--- config.mk ---
export PLATFORM = sky130hd
export DESIGN_NAME = battery_temp_adc_scaler_top_flat
export DESIGN_NICKNAME = d
export VERILOG_FILES = /design/src/sv/btas_pkg.sv /design/src/sv/btas_if.sv /design/src/sv/battery_temp_adc_scaler_top.sv /design/src/flat_wrapper.sv
export SDC_FILE = /design/constraint.sdc
export NUM_CORES = 1
export LEC_CHECK = 0
export ABC_AREA = 1
export BUFFER_PORTS_ARGS = -buffer_cell sky130_fd_sc_hd__buf_2
export CAP_MARGIN = 25
export CORE_ASPECT_RATIO = 0.7
export CORE_MARGIN = 2
export CORE_UTILIZATION = 50
export CTS_CLUSTER_DIAMETER = 60
export CTS_CLUSTER_SIZE = 28
export DETAILED_ROUTE_END_ITERATION = 16
export PLACE_DENSITY = 0.65
export SETUP_SLACK_MARGIN = 0.05
export SLEW_MARGIN = 20
export SYNTH_ARGS = -nofsm -noshare
export SYNTH_HDL_FRONTEND = slang
export SYNTH_SLANG_ARGS = --single-unit
--- constraint.sdc ---
create_clock -name clock -period 9.45 [get_ports clock]
set_input_delay 0.945 -clock clock [delete_from_list [all_inputs] [get_ports clock]]
set_output_delay 0.945 -clock clock [all_outputs]
set_load 0.05 [all_outputs]
--- src/sv/btas_pkg.sv ---
`default_nettype none

package btas_pkg;

   // Field widths
   localparam int unsigned COUNT_W = 10;
   localparam int unsigned MV_W    = 16;
   localparam int unsigned CODE_W  = 8;
   localparam int unsigned PCT_W   = 7;
   localparam int unsigned CSR_W   = 16;
   localparam int unsigned CSR_IDX_W = 2;

   // Supply conversion: mV = BANDGAP_MV * ADC_FULL_SCALE / count
   localparam int unsigned ADC_FULL_SCALE = 1023;
   localparam int unsigned BANDGAP_MV     = 1100;
   localparam int unsigned DIVIDEND       = BANDGAP_MV * ADC_FULL_SCALE;
   // Low 16 dividend bits feed the 16 quotient steps
   localparam logic [15:0] DIVIDEND_LO = 16'(DIVIDEND % 65536);
   // Counts at or below this overflow 16 bits; also the starting remainder
   localparam logic [COUNT_W-1:0] SAT_LIMIT = COUNT_W'(DIVIDEND / 65536);

   // Voltage code: (mV - 1000) / 10, divide by 10 as multiply by 52429 >> 19
   localparam logic [MV_W-1:0] MV_OFFSET   = 16'd1000;
   localparam logic [MV_W-1:0] CODE_SAT_MV = 16'd3560;
   localparam logic [15:0]     CODE_RECIP  = 16'd52429;
   localparam int unsigned     CODE_SHIFT  = 19;

   // Temperature: (50 * count - 16205) / 61, divide as multiply by 17190 >> 20
   localparam logic [15:0] TEMP_SCALE  = 16'd50;
   localparam logic [15:0] TEMP_OFFSET = 16'd16205;
   localparam int unsigned TEMP_DIV    = 61;
   localparam logic [15:0] TEMP_SAT    = 16'(256 * TEMP_DIV);
   localparam logic [14:0] TEMP_RECIP  = 15'd17190;
   localparam int unsigned TEMP_SHIFT  = 20;

   localparam logic [PCT_W-1:0] PCT_FULL = 7'd100;

   // Pipeline depth
   localparam int unsigned NUM_STAGES = 10;

   // Register reset values
   localparam logic [MV_W-1:0]   LOW_BATT_MV_RST = 16'd2400;
   localparam logic [CODE_W-1:0] EMPTY_CODE_RST  = 8'd90;
   localparam logic [CODE_W-1:0] FULL_CODE_RST   = 8'd200;

   typedef enum logic [CSR_IDX_W-1:0] {
      CSR_LOW_BATT_MV = 2'd0,
      CSR_EMPTY_CODE  = 2'd1,
      CSR_FULL_CODE   = 2'd2
   } csr_index_type;

   // Supply divider state
   typedef struct packed {
      logic [COUNT_W-1:0] rem;
      logic [MV_W-1:0]    q;
   } mv_div_type;

   // Percent divider state
   typedef struct packed {
      logic [CODE_W-1:0] rem;
      logic [PCT_W-1:0]  n;
      logic [PCT_W-1:0]  q;
   } pct_div_type;

   // One pipeline stage record
   typedef struct packed {
      logic [COUNT_W-1:0] bg;
      logic               sat;
      mv_div_type         div;
      logic [15:0]        ts;
      logic [13:0]        tx;
      logic               tsat;
      logic [CODE_W-1:0]  tdeg;
      logic [MV_W-1:0]    mv;
      logic               low;
      logic [11:0]        cx;
      logic               csat;
      logic [CODE_W-1:0]  code;
      logic               below;
      logic               above;
      logic               span_zero;
      logic [CODE_W-1:0]  span;
      pct_div_type        pdiv;
      logic [PCT_W-1:0]   pct;
   } stage_type;

endpackage

`default_nettype wire

--- src/sv/btas_if.sv ---
`default_nettype none

// Request channel: one pair of ADC counts per transaction
interface btas_req_if import btas_pkg::*; ();
   logic               valid;
   logic               ready;
   logic [COUNT_W-1:0] bandgap_count;
   logic [COUNT_W-1:0] temp_count;

   modport source (output valid, bandgap_count, temp_count, input ready);
   modport sink   (input valid, bandgap_count, temp_count, output ready);
endinterface

// Response channel: one scaled result per transaction
interface btas_rsp_if import btas_pkg::*; ();
   logic              valid;
   logic              ready;
   logic [MV_W-1:0]   supply_mv;
   logic              low_batt;
   logic [CODE_W-1:0] volt_code;
   logic [CODE_W-1:0] temp_deg;
   logic [PCT_W-1:0]  batt_percent;

   modport source (output valid, supply_mv, low_batt, volt_code, temp_deg, batt_percent,
                   input ready);
   modport sink   (input valid, supply_mv, low_batt, volt_code, temp_deg, batt_percent,
                   output ready);
endinterface

`default_nettype wire

--- src/sv/battery_temp_adc_scaler_top.sv ---
// Battery and temperature ADC scaler.
// req_ch carries one bandgap count and one temperature-sensor count per
// transaction; rsp_ch returns supply millivolts, the low-battery flag, the
// packed voltage code, degrees Celsius and battery percent for each one, in
// order. csr_* writes the low-battery threshold, empty code and full code;
// write them only while no transaction is in flight.
// Throughput: one transaction per cycle while rsp_ch is not stalled. Ten
// register stages hold the supply divider four steps at a time, the constant
// multiplies and compares, and the percent divider in steps of four and three;
// the 16-step supply division and the 7-step percent division set the depth.
// A transaction passes through every stage register in order to reach rsp_ch.
// Reset (synchronous) empties the pipeline and loads the register defaults
// (2400 mV, code 90, code 200).
// Stall: when rsp_ch.ready is low, stages fill up behind the output
// register; req_ch.ready drops only when every stage holds a transaction.
`default_nettype none

module battery_temp_adc_scaler_top import btas_pkg::*; (
   input  wire logic                 clock,
   input  wire logic                 reset,
   btas_req_if.sink                  req_ch,
   btas_rsp_if.source                rsp_ch,
   input  wire logic                 csr_wr_en,
   input  wire logic [CSR_IDX_W-1:0] csr_index,
   input  wire logic [CSR_W-1:0]     csr_wdata
);

   logic [MV_W-1:0]   low_batt_mv_ff, low_batt_mv_in;
   logic [CODE_W-1:0] empty_code_ff, empty_code_in;
   logic [CODE_W-1:0] full_code_ff, full_code_in;

   logic [NUM_STAGES-1:0] vld_ff, vld_in, en;
   stage_type st_ff [NUM_STAGES];
   stage_type st_in [NUM_STAGES];

   logic [28:0]  tprod;
   logic [27:0]  cprod;
   logic [CODE_W-1:0] pdiff;
   logic [14:0]  pprod;

   // Four restoring steps of the supply divider
   function automatic mv_div_type mv_div_step(input mv_div_type cur,
                                              input logic [COUNT_W-1:0] divisor,
                                              input logic [3:0] bits);
      mv_div_type res;
      logic [COUNT_W:0] trial;
      res = cur;
      for (int j = 0; j < 4; j++) begin
         trial = {res.rem, bits[3-j]};
         if (trial >= {1'b0, divisor}) begin
            trial = trial - {1'b0, divisor};
            res.q = {res.q[MV_W-2:0], 1'b1};
         end else begin
            res.q = {res.q[MV_W-2:0], 1'b0};
         end
         res.rem = trial[COUNT_W-1:0];
      end
      return res;
   endfunction

   // Up to four restoring steps of the percent divider
   function automatic pct_div_type pct_div_step(input pct_div_type cur,
                                                input logic [CODE_W-1:0] divisor,
                                                input int unsigned steps);
      pct_div_type res;
      logic [CODE_W:0] trial;
      res = cur;
      for (int j = 0; j < 4; j++) begin
         if (j < steps) begin
            trial = {res.rem, res.n[PCT_W-1]};
            res.n = {res.n[PCT_W-2:0], 1'b0};
            if (trial >= {1'b0, divisor}) begin
               trial = trial - {1'b0, divisor};
               res.q = {res.q[PCT_W-2:0], 1'b1};
            end else begin
               res.q = {res.q[PCT_W-2:0], 1'b0};
            end
            res.rem = trial[CODE_W-1:0];
         end
      end
      return res;
   endfunction

   // Configuration writes; unknown indexes drop
   always_comb begin
      low_batt_mv_in = low_batt_mv_ff;
      empty_code_in  = empty_code_ff;
      full_code_in   = full_code_ff;
      if (csr_wr_en) begin
         case (csr_index)
            CSR_LOW_BATT_MV: low_batt_mv_in = csr_wdata;
            CSR_EMPTY_CODE:  empty_code_in  = csr_wdata[CODE_W-1:0];
            CSR_FULL_CODE:   full_code_in   = csr_wdata[CODE_W-1:0];
            default: ;
         endcase
      end
   end

   always_ff @(posedge clock) begin
      if (reset) begin
         low_batt_mv_ff <= LOW_BATT_MV_RST;
         empty_code_ff  <= EMPTY_CODE_RST;
         full_code_ff   <= FULL_CODE_RST;
      end else begin
         low_batt_mv_ff <= low_batt_mv_in;
         empty_code_ff  <= empty_code_in;
         full_code_ff   <= full_code_in;
      end
   end

   // Stage enables: a stage loads when empty or when its content moves on
   always_comb begin
      en[NUM_STAGES-1] = !vld_ff[NUM_STAGES-1] || rsp_ch.ready;
      for (int k = NUM_STAGES - 2; k >= 0; k--) begin
         en[k] = !vld_ff[k] || en[k+1];
      end
      vld_in[0] = en[0] ? req_ch.valid : vld_ff[0];
      for (int k = 1; k < NUM_STAGES; k++) begin
         vld_in[k] = en[k] ? vld_ff[k-1] : vld_ff[k];
      end
   end

   assign req_ch.ready = en[0];

   // Stage 0: capture counts, flag supply overflow, scale temperature
   always_comb begin
      st_in[0]           = '0;
      st_in[0].bg        = req_ch.bandgap_count;
      st_in[0].sat       = req_ch.bandgap_count <= SAT_LIMIT;
      st_in[0].div.rem   = SAT_LIMIT;
      st_in[0].ts        = {6'd0, req_ch.temp_count} * TEMP_SCALE;
   end

   // Stage 1: supply quotient bits 15..12, remove temperature offset
   always_comb begin
      st_in[1]     = st_ff[0];
      st_in[1].div = mv_div_step(st_ff[0].div, st_ff[0].bg, DIVIDEND_LO[15:12]);
      if (st_ff[0].ts < TEMP_OFFSET) begin
         st_in[1].tx   = '0;
         st_in[1].tsat = 1'b0;
      end else begin
         st_in[1].tx   = 14'(st_ff[0].ts - TEMP_OFFSET);
         st_in[1].tsat = (st_ff[0].ts - TEMP_OFFSET) >= TEMP_SAT;
      end
   end

   // Stage 2: quotient bits 11..8, temperature divide by reciprocal
   always_comb begin
      st_in[2]      = st_ff[1];
      st_in[2].div  = mv_div_step(st_ff[1].div, st_ff[1].bg, DIVIDEND_LO[11:8]);
      tprod         = {15'd0, st_ff[1].tx} * {14'd0, TEMP_RECIP};
      st_in[2].tdeg = st_ff[1].tsat ? '1 : tprod[TEMP_SHIFT+CODE_W-1:TEMP_SHIFT];
   end

   // Stage 3: quotient bits 7..4
   always_comb begin
      st_in[3]     = st_ff[2];
      st_in[3].div = mv_div_step(st_ff[2].div, st_ff[2].bg, DIVIDEND_LO[7:4]);
   end

   // Stage 4: quotient bits 3..0
   always_comb begin
      st_in[4]     = st_ff[3];
      st_in[4].div = mv_div_step(st_ff[3].div, st_ff[3].bg, DIVIDEND_LO[3:0]);
   end

   // Stage 5: saturate supply, compare threshold, offset for voltage code
   always_comb begin
      st_in[5]      = st_ff[4];
      st_in[5].mv   = st_ff[4].sat ? '1 : st_ff[4].div.q;
      st_in[5].low  = st_in[5].mv <= low_batt_mv_ff;
      st_in[5].csat = st_in[5].mv >= CODE_SAT_MV;
      st_in[5].cx   = (st_in[5].mv < MV_OFFSET) ? '0 : 12'(st_in[5].mv - MV_OFFSET);
   end

   // Stage 6: divide by ten through reciprocal
   always_comb begin
      st_in[6]      = st_ff[5];
      cprod         = {16'd0, st_ff[5].cx} * {12'd0, CODE_RECIP};
      st_in[6].code = st_ff[5].csat ? '1 : cprod[CODE_SHIFT+CODE_W-1:CODE_SHIFT];
   end

   // Stage 7: classify code against empty and full, scale numerator
   always_comb begin
      st_in[7]           = st_ff[6];
      st_in[7].below     = st_ff[6].code < empty_code_ff;
      st_in[7].above     = st_ff[6].code > full_code_ff;
      st_in[7].span_zero = full_code_ff == empty_code_ff;
      st_in[7].span      = full_code_ff - empty_code_ff;
      pdiff              = st_ff[6].code - empty_code_ff;
      pprod              = {7'd0, pdiff} * {8'd0, PCT_FULL};
      st_in[7].pdiv.rem  = pprod[14:PCT_W];
      st_in[7].pdiv.n    = pprod[PCT_W-1:0];
      st_in[7].pdiv.q    = '0;
   end

   // Stage 8: percent quotient bits 6..3
   always_comb begin
      st_in[8]      = st_ff[7];
      st_in[8].pdiv = pct_div_step(st_ff[7].pdiv, st_ff[7].span, 4);
   end

   // Stage 9: percent quotient bits 2..0, apply clamps
   always_comb begin
      st_in[9]      = st_ff[8];
      st_in[9].pdiv = pct_div_step(st_ff[8].pdiv, st_ff[8].span, 3);
      if (st_ff[8].below) begin
         st_in[9].pct = '0;
      end else if (st_ff[8].above || st_ff[8].span_zero) begin
         st_in[9].pct = PCT_FULL;
      end else begin
         st_in[9].pct = st_in[9].pdiv.q;
      end
   end

   // Advance valid bits
   always_ff @(posedge clock) begin
      if (reset) begin
         vld_ff <= '0;
      end else begin
         vld_ff <= vld_in;
      end
   end

   // Advance payload
   always_ff @(posedge clock) begin
      for (int k = 0; k < NUM_STAGES; k++) begin
         if (en[k]) begin
            st_ff[k] <= st_in[k];
         end
      end
   end

   // Drive response from the last stage
   assign rsp_ch.valid        = vld_ff[NUM_STAGES-1];
   assign rsp_ch.supply_mv    = st_ff[NUM_STAGES-1].mv;
   assign rsp_ch.low_batt     = st_ff[NUM_STAGES-1].low;
   assign rsp_ch.volt_code    = st_ff[NUM_STAGES-1].code;
   assign rsp_ch.temp_deg     = st_ff[NUM_STAGES-1].tdeg;
   assign rsp_ch.batt_percent = st_ff[NUM_STAGES-1].pct;

`ifndef SYNTHESIS
   a_reset_empties: assert property (@(posedge clock)
      reset |=> !rsp_ch.valid)
      else $error("response valid after reset");

   a_pct_range: assert property (@(posedge clock) disable iff (reset)
      rsp_ch.valid |-> rsp_ch.batt_percent <= PCT_FULL)
      else $error("battery percent above full");

   a_code_floor: assert property (@(posedge clock) disable iff (reset)
      (rsp_ch.valid && rsp_ch.supply_mv < MV_OFFSET) |-> rsp_ch.volt_code == '0)
      else $error("voltage code nonzero below offset");

   a_code_ceiling: assert property (@(posedge clock) disable iff (reset)
      (rsp_ch.valid && rsp_ch.supply_mv >= CODE_SAT_MV) |-> rsp_ch.volt_code == '1)
      else $error("voltage code not saturated");

   a_full_stall: assert property (@(posedge clock) disable iff (reset)
      ((&vld_ff) && !rsp_ch.ready) |-> !req_ch.ready)
      else $error("request taken into a full stalled pipeline");
`endif

endmodule

`default_nettype wire
--- src/flat_wrapper.sv ---
// flat-port wrapper written by rule: the top's interface ports become plain ports
module battery_temp_adc_scaler_top_flat import btas_pkg::*;
  (clock, reset, csr_wr_en, csr_index, csr_wdata, req_ch_valid, req_ch_bandgap_count, req_ch_temp_count, req_ch_ready, rsp_ch_valid, rsp_ch_supply_mv, rsp_ch_low_batt, rsp_ch_volt_code, rsp_ch_temp_deg, rsp_ch_batt_percent, rsp_ch_ready);
  btas_req_if req_ch_i ();
  btas_rsp_if rsp_ch_i ();
  input  wire logic clock;
  input  wire logic reset;
  input  wire logic csr_wr_en;
  input  wire logic [CSR_IDX_W-1:0] csr_index;
  input  wire logic [CSR_W-1:0] csr_wdata;
  input wire logic [$bits(req_ch_i.valid)-1:0] req_ch_valid;
  input wire logic [$bits(req_ch_i.bandgap_count)-1:0] req_ch_bandgap_count;
  input wire logic [$bits(req_ch_i.temp_count)-1:0] req_ch_temp_count;
  output wire logic [$bits(req_ch_i.ready)-1:0] req_ch_ready;
  output wire logic [$bits(rsp_ch_i.valid)-1:0] rsp_ch_valid;
  output wire logic [$bits(rsp_ch_i.supply_mv)-1:0] rsp_ch_supply_mv;
  output wire logic [$bits(rsp_ch_i.low_batt)-1:0] rsp_ch_low_batt;
  output wire logic [$bits(rsp_ch_i.volt_code)-1:0] rsp_ch_volt_code;
  output wire logic [$bits(rsp_ch_i.temp_deg)-1:0] rsp_ch_temp_deg;
  output wire logic [$bits(rsp_ch_i.batt_percent)-1:0] rsp_ch_batt_percent;
  input wire logic [$bits(rsp_ch_i.ready)-1:0] rsp_ch_ready;
  assign req_ch_i.valid = req_ch_valid;
  assign req_ch_i.bandgap_count = req_ch_bandgap_count;
  assign req_ch_i.temp_count = req_ch_temp_count;
  assign req_ch_ready = req_ch_i.ready;
  assign rsp_ch_valid = rsp_ch_i.valid;
  assign rsp_ch_supply_mv = rsp_ch_i.supply_mv;
  assign rsp_ch_low_batt = rsp_ch_i.low_batt;
  assign rsp_ch_volt_code = rsp_ch_i.volt_code;
  assign rsp_ch_temp_deg = rsp_ch_i.temp_deg;
  assign rsp_ch_batt_percent = rsp_ch_i.batt_percent;
  assign rsp_ch_i.ready = rsp_ch_ready;
  battery_temp_adc_scaler_top u_core (.clock(clock), .reset(reset), .req_ch(req_ch_i), .rsp_ch(rsp_ch_i), .csr_wr_en(csr_wr_en), .csr_index(csr_index), .csr_wdata(csr_wdata));
endmodule
==> flow_summary_export.csv, run 1 <==
group,metric,value,unit
cts,clk_pin_slew_worst_paths,0.10,ns
floorplan,fp.dieH,219.3,um
yosys,synthMuxAreaShare,0.0003401,
yosys,ys_types,62,
yosys,synth_flop_cell,"edfxtp_1",
drt,finalWirelength,73.10,mm
yosys,syn-cell-area,33110,sq um
finish,multi_input_area,17900,sq um
cts,root_buffer,"clkbuf_16",
min_path,min-delay-start,"u_core.st_ff[3][119]",
min_path,whs_endpoint,"u_core.st_ff[4][123]",
timing,slew_violations,0,
timing,fin_skew,0.03485,ns
finish,fillers,5867,
floorplan,rows,78,
yosys,synth.largest_area_cell,"edfxtp_1",
global_route,track_usage,0.2176,
drt,top_layer,"met4",
drt,m1WireLength,38.69,mm
floorplan,pin_count,85,
yosys,ys_seq_elements,436,
yosys,synth_edf_count,394,
timing,worst_pin_slew,0.9351,ns
critical_path,path_class,"reg2reg",
drt,drc,0,
timing,max_freq,125.0,MHz
floorplan,start_util,0.5086,
drt,wl_per_cell,15.79,um
finish,seq_area,12670,sq um
critical_path,required,9.80,ns
place,gp_congestion,0.9329,
yosys,synth_top_cells_by_area,"edfxtp_1, ha_1, nand2_1, inv_1, fa_1",
global_route,overflow,0,
yosys,synth_top_area_frac,0.3573,
global_route,grt_pass1_wl,120.2,mm
floorplan,fp.dieArea,68330,sq um
global_route,grt_start_max_net_pins,59,
global_route,antenna_found_initial,0,
yosys,synth_compound_area_frac,0.08877,
yosys,synth_nets,4245,
drt,routed_via_density,5.191,
min_path,hold_path_class,"reg2reg",
timing,slew_headroom,0.3744,
finish,diodes,0,
place,port-buffer-count,84,
timing,hold_viol,0,
critical_path,r2r-end,"u_core.st_ff[4][117]",
critical_path,endpoint_kind,"register",
timing,period_share,0.8468,
drt,drtIter0Drc,1976,
drt,wl_met2,28.57,mm
floorplan,die_w,311.6,um
drt,final_antenna_net_count,0,
yosys,synth_top_family_by_area,"adder cells",
critical_path,cp_data_arrival_time,8.35,ns
yosys,seq_area_frac_synth,0.3827,
critical_path,ff2ff_path_depth,36,
cts,postCtsSetupRepairBufs,0,
place,post-place-cells,4576,
finish,area_delta_synth_final,7.558,%
yosys,postSynthAreaPerCell,9.114,sq um
yosys,synth_fa_ha_area_frac,0.2375,
run,cap_violations,0,
timing,period_minus_slack,8.002,ns
critical_path,start_kind,"register",
timing,tns,0,ns
timing,rsz0062_at_grt,"no",
min_path,holdPathStages,0,
critical_path,r2r-start,"u_core.st_ff[3][150]",
finish,finish.utilization,0.5471,
cts,cts_buffers,29,
yosys,synth_warnings,0,
critical_path,cp_max_fo,16,
cts,clk_latency,0.62,ns
cts,clockBufferDepth,3,
finish,drive_gt1_frac,0.06852,
drt,met3_length,4.694,mm
cts,ctsResizeCount,0,
critical_path,crit_path_frequent_cell,"inv_1",
finish,nets,4340,
yosys,async_flop_share,0,
yosys,synth-simple-area-share,0.1695,
timing,setup_viol,0,
global_route,grt_pass1_vias,22600,
critical_path,path_buf_inv,6,
yosys,syn_inst,3633,
cts,cts_tree,"yes",
cts,ctsHoldBuffers,0,
critical_path,worst_path_max_delay_cell,"o21ai_0",
floorplan,core_area,65090,sq um
cts,cts.sinks,436,
critical_path,ff2ff_setup_slack,1.45,ns
place,hpwlAfterDp,58.70,mm
drt,drtPass1Iterations,5,
critical_path,cp_top_family,"compound AO/OA/AOI/OAI gates",
run_status,run_status,"completed",
cts,ctsHtreeMaxLevel,1,
critical_path,max_stage_delay,0.57,ns
finish,final_cells,4631,
drt,vias,24040,
yosys,synth_xor_area_frac,0.04444,
## registers in the layout (all words and copies together), names as in the netlist
name,cells
u_core.low_batt_mv_ff,16
u_core.st_ff,394
u_core.full_code_ff,8
u_core.empty_code_ff,8
u_core.vld_ff,10
## cells by family after synthesis
group           Yosys count
compound gates          517
xor+xnor                168
fa+ha+maj               569
buf+inv                 646
flops                   436
mux                       1
simple gates           1296
## how the worst max path moves through the flow
stage | startpoint | end | slack [ns] | cells after the start
3_5_place_dp | u_core.st_ff[7][30] | u_core.st_ff[8][21] | 1.63 | 41
4_1_cts | u_core.st_ff[7][30] | u_core.st_ff[8][27] | 1.60 | 41
2_1_floorplan | rsp_ch_ready | req_ch_ready | 1.96 | 14
3_3_place_gp | u_core.st_ff[7][30] | u_core.st_ff[8][26] | 1.66 | 40
6_report | u_core.st_ff[3][150] | u_core.st_ff[4][117] | 1.45 | 36
5_1_grt | u_core.st_ff[7][30] | u_core.st_ff[8][27] | 0.61 | 40
## layout by cell type, fill, tap and decap left out, types with 42 or more instances in the layout
master	Yosys	routed
a21oi_1	245	245
buf_2	3	84
dfxtp_1	42	42
edfxtp_1	394	394
fa_1	99	99
ha_1	470	470
inv_1	596	596
nand2_1	762	761
nand3_1	154	154
nor2_1	207	207
o21ai_0	135	135
xnor2_1	57	57
xor2_1	111	111
## synth_stat cells, types with 4 or more instances
| cell | instances |
|---|---|
| o21a_1 | 10 |
| o21ai_0 | 135 |
| a21o_1 | 11 |
| a31oi_1 | 12 |
| xor2_1 | 111 |
| buf_4 | 7 |
| nor3_1 | 37 |
| o21bai_1 | 14 |
| nand2_1 | 762 |
| dfxtp_1 | 42 |
| nand4_1 | 35 |
| nor2_2 | 5 |
| nor2_4 | 4 |
| o21ai_1 | 20 |
| xnor2_1 | 57 |
| clkbuf_1 | 11 |
| nand3_2 | 17 |
| edfxtp_1 | 394 |
| o211ai_1 | 22 |
| o21ai_2 | 11 |
| a211oi_1 | 8 |
| ha_1 | 470 |
| nand3b_1 | 10 |
| nand3_1 | 154 |
| a221oi_1 | 7 |
| a21oi_1 | 245 |
| fa_1 | 99 |
| nand2_4 | 6 |
| a31o_2 | 4 |
| buf_6 | 11 |
| nor4_1 | 12 |
| inv_1 | 596 |
| inv_2 | 13 |
| nand2_2 | 16 |
| or2_2 | 22 |
| nor2_1 | 207 |
## routing by layer
metal / global-route usage / vias to the layer above
li1: - / 12340
met1: 0.3493 / 10960
met3: 0.02807 / 75
met4: 0.03894 / 0
met2: 0.3121 / 661
met5: 0 / -
## final cells by class
type | instances | area share
inverters | 614 | 0.06486
flip-flops and latches | 436 | 0.3558
clock inverters | 19 | 0.009802
clock buffers | 35 | 0.02157
well taps | 880 | 0.03092
repair buffers | 96 | 0.01444
multi-input cells | 2551 | 0.5026
## metrics by stage
step	cell area [sq um]	hold WS, ns	worst slack [ns]
2_1_floorplan	33110	0.4003	1.961
3_3_place_gp	34480	0.4003	1.659
3_5_place_dp	34480	0.4045	1.632
4_1_cts	35600	0.3982	1.598
5_1_grt	35610	0.3970	0.6107
6_report	35610	0.3877	1.448
Power of run 1 is not shown: default switching activity piles up to over one toggle a cycle in this logic, so the estimate is an artifact.
==> inputs of run 2 (changes only) <==
--- a/config.mk
+++ b/config.mk
@@ -5,7 +5,7 @@
 export SDC_FILE = /design/constraint.sdc
 export NUM_CORES = 1
 export LEC_CHECK = 0
-export ABC_AREA = 1
+export ABC_AREA = 0
 export BUFFER_PORTS_ARGS = -buffer_cell sky130_fd_sc_hd__buf_2
 export CAP_MARGIN = 25
 export CORE_ASPECT_RATIO = 0.7
@@ -14,7 +14,7 @@
 export CTS_CLUSTER_DIAMETER = 60
 export CTS_CLUSTER_SIZE = 28
 export DETAILED_ROUTE_END_ITERATION = 16
-export PLACE_DENSITY = 0.65
+export PLACE_DENSITY = 0.68
 export SETUP_SLACK_MARGIN = 0.05
 export SLEW_MARGIN = 20
 export SYNTH_ARGS = -nofsm -noshare
==> constraint.sdc (replaced) <==
create_clock -name clock -period 6.4 [get_ports clock]
set_input_delay 0.64 -clock clock [delete_from_list [all_inputs] [get_ports clock]]
set_output_delay 0.64 -clock clock [all_outputs]
set_load 0.05 [all_outputs]
==> run 2 against run 1 <==
The run now ends with setup timing left. Wire length increased by 9.8%. Non-clock buffer count is 653 higher. Sequential share of layout area shrank 4.9 points. Setup slack lost 2.7 ns. Synthesized cell count shrank 21%. Cell area up 16%. Critical endpoint is now u_core.st_ff[3][137].
==> flow_summary_export.csv, run 2 <==
group,metric,value,unit
run_status,run_status,"finished, violations left",
run_status,failed_checks,"setup timing",
floorplan,pin_count,85,
min_path,whs_endpoint,"u_core.st_ff[0][144]",
run,cap_violations,0,
cts,root_buffer,"clkbuf_16",
critical_path,ff2ff_path_depth,40,
drt,finalWirelength,80.27,mm
cts,cts_buffers,30,
critical_path,path_class,"reg2reg",
critical_path,ff2ff_setup_slack,-1.30,ns
finish,nets,4245,
critical_path,worst_path_max_delay_cell,"a2111oi_4",
global_route,grt_start_max_net_pins,58,
timing,slew_headroom,0.3286,
finish,final_cells,4486,
yosys,post-synth-top-count-cell,"ha_1",
floorplan,fp.dieH,215.0,um
cts,clockBufferDepth,3,
cts,clk_pin_slew_worst_paths,0.10,ns
yosys,synth_edf_count,394,
yosys,synth_common_cells,"ha_1, edfxtp_1, inv_1",
yosys,ys_seq_elements,436,
finish,layout_common_cells,"buf_4, ha_1, edfxtp_1, inv_1, nor2_1",
place,placed_cell_area,38080,sq um
place,post-place-cells,4317,
yosys,seq_area_frac_synth,0.3987,
timing,worst_slack,-1.296,ns
finish,largest_reg_flops,394,
critical_path,max_stage_delay,0.40,ns
global_route,overflow,0,
critical_path,cp_max_fo,6,
min_path,holdPathStages,1,
finish,mostFrequentLayoutCell,"buf_4",
drt,drtIter0Drc,1553,
finish,seq_area,12670,sq um
finish,fillers,4703,
finish,stdcell_area,41350,sq um
yosys,synth_flop_cell,"edfxtp_1",
critical_path,r2r-end,"u_core.st_ff[3][137]",
yosys,synth_top_area_frac,0.3722,
timing,setup_viol,43,
timing,worst_pin_slew,1.007,ns
cts,clk_latency,0.62,ns
yosys,ys_types,83,
min_path,hold_path_class,"in2reg",
timing,period_minus_slack,7.696,ns
global_route,antenna_found_initial,5,
cts,ctsHoldBuffers,0,
timing,holdWs,0.2107,ns
yosys,synth_warnings,0,
timing,max_freq,129.9,MHz
drt,drtPass1Iterations,7,
drt,final_antenna_net_count,0,
min_path,min-delay-start,"req_ch_bandgap_count[0]",
yosys,synth_nets,3500,
floorplan,core_area,63010,sq um
critical_path,start_kind,"register",
critical_path,cp_data_arrival_time,8.05,ns
yosys,syn-cell-area,31790,sq um
floorplan,fp.dieArea,65640,sq um
drt,drc,0,
floorplan,die_w,305.4,um
floorplan,start_util,0.5045,
finish,area_delta_synth_final,30.10,%
yosys,postSynthAreaPerCell,11.01,sq um
cts,cts_tree,"yes",
critical_path,required,6.76,ns
place,port-buffer-count,84,
finish,top_register,"u_core.st_ff",
timing,period_share,1.203,
drt,routed_via_density,5.381,
critical_path,endpoint_kind,"register",
timing,hold_viol,0,
global_route,track_usage,0.2412,
yosys,async_flop_share,0,
timing,fin_skew,0.02912,ns
timing,rsz0062_at_grt,"yes",
global_route,grt_pass1_vias,24660,
yosys,syn_inst,2888,
yosys,synth_top_cells_by_area,"edfxtp_1, ha_1, fa_1, inv_1, xnor2_1",
critical_path,r2r-start,"u_core.st_ff[2][133]",
finish,drive_gt1_frac,0.3224,
cts,cts.sinks,436,
place,gp_congestion,0.9259,
global_route,grt_pass1_wl,128.2,mm
timing,slew_violations,0,
finish,diodes,0,
place,pre_cts_slack,-1.478,ns
floorplan,rows,77,
finish,multi_input_area,19390,sq um
cts,ctsHtreeMaxLevel,1,
place,hpwlAfterDp,62.95,mm
drt,wl_per_cell,17.89,um
drt,vias,24140,
finish,reg_top3,"u_core.st_ff x394, u_core.low_batt_mv_ff x16, u_core.vld_ff x10",
yosys,synth.largest_area_cell,"edfxtp_1",
==> run 2: worst max path at each step <==
stage / from / end / slack (ns)
finish: u_core.st_ff[2][133] / u_core.st_ff[3][137] / -1.30
global route: u_core.st_ff[2][133] / u_core.st_ff[3][140] / -1.55
CTS: u_core.st_ff[2][133] / u_core.st_ff[3][137] / -1.14
detailed placement: u_core.st_ff[2][133] / u_core.st_ff[3][137] / -1.48
global placement: u_core.st_ff[1][133] / u_core.st_ff[2][135] / -1.06
floorplan: u_core.st_ff[2][145] / u_core.st_ff[3][136] / -1.34
==> run 2: cells by family after synthesis <==
group | Yosys count | share of synthesized area
compound gates | 555 | 0.1139
xor+xnor | 183 | 0.05042
fa+ha+maj | 569 | 0.2474
buf+inv | 387 | 0.04645
flops | 436 | 0.3987
mux | 127 | 0.04476
simple gates | 631 | 0.09841
==> run 2: timing repair <==
action / 4_1_cts / 5_1_grt
setup endpoints to repair: 43 / 44
pin swaps: 92 / 62
buffers inserted: 69 / 40
hold endpoints to repair: 0 / 0
gates resized for setup: 150 / 93
gates cloned: 4 / 0
==> run 2: layout make-up <==
type / instances / share of cell area
multi-input combinational: 2065 / 0.4688
sequential: 436 / 0.3064
timing repair buffer: 749 / 0.1383
inverter: 351 / 0.03240
tap: 829 / 0.02508
clock buffer: 35 / 0.01885
clock inverter: 21 / 0.01011
==> run 2: routing by layer <==
layer,vias up,GRT usage,routed length (um)
li1,11850,-,-
met1,11650,0.3561,38750
met2,536,0.3886,36040
met3,103,0.02781,4228
met4,4,0.03875,1231
met5,-,0,23
==> run 2: worst max-delay path: cells and delay by family, from the launching register on <==
kind,cells,cell delay [ns]
mux,4,0.90
fa+ha+maj,6,1.42
flops,1,0.39
simple gates,8,0.93
compound gates,15,2.96
buf+inv,7,0.84
==> run 2: through the flow <==
stage	setup TNS (ns)	utilization
after floorplan	-43.11	-
after global placement	-37.95	0.6042
after detailed placement	-49.03	0.6043
after CTS	-38.28	0.6439
after global routing	-54.60	0.6563
final	-42.37	0.6563
Power of run 2 is left out for the same reason.
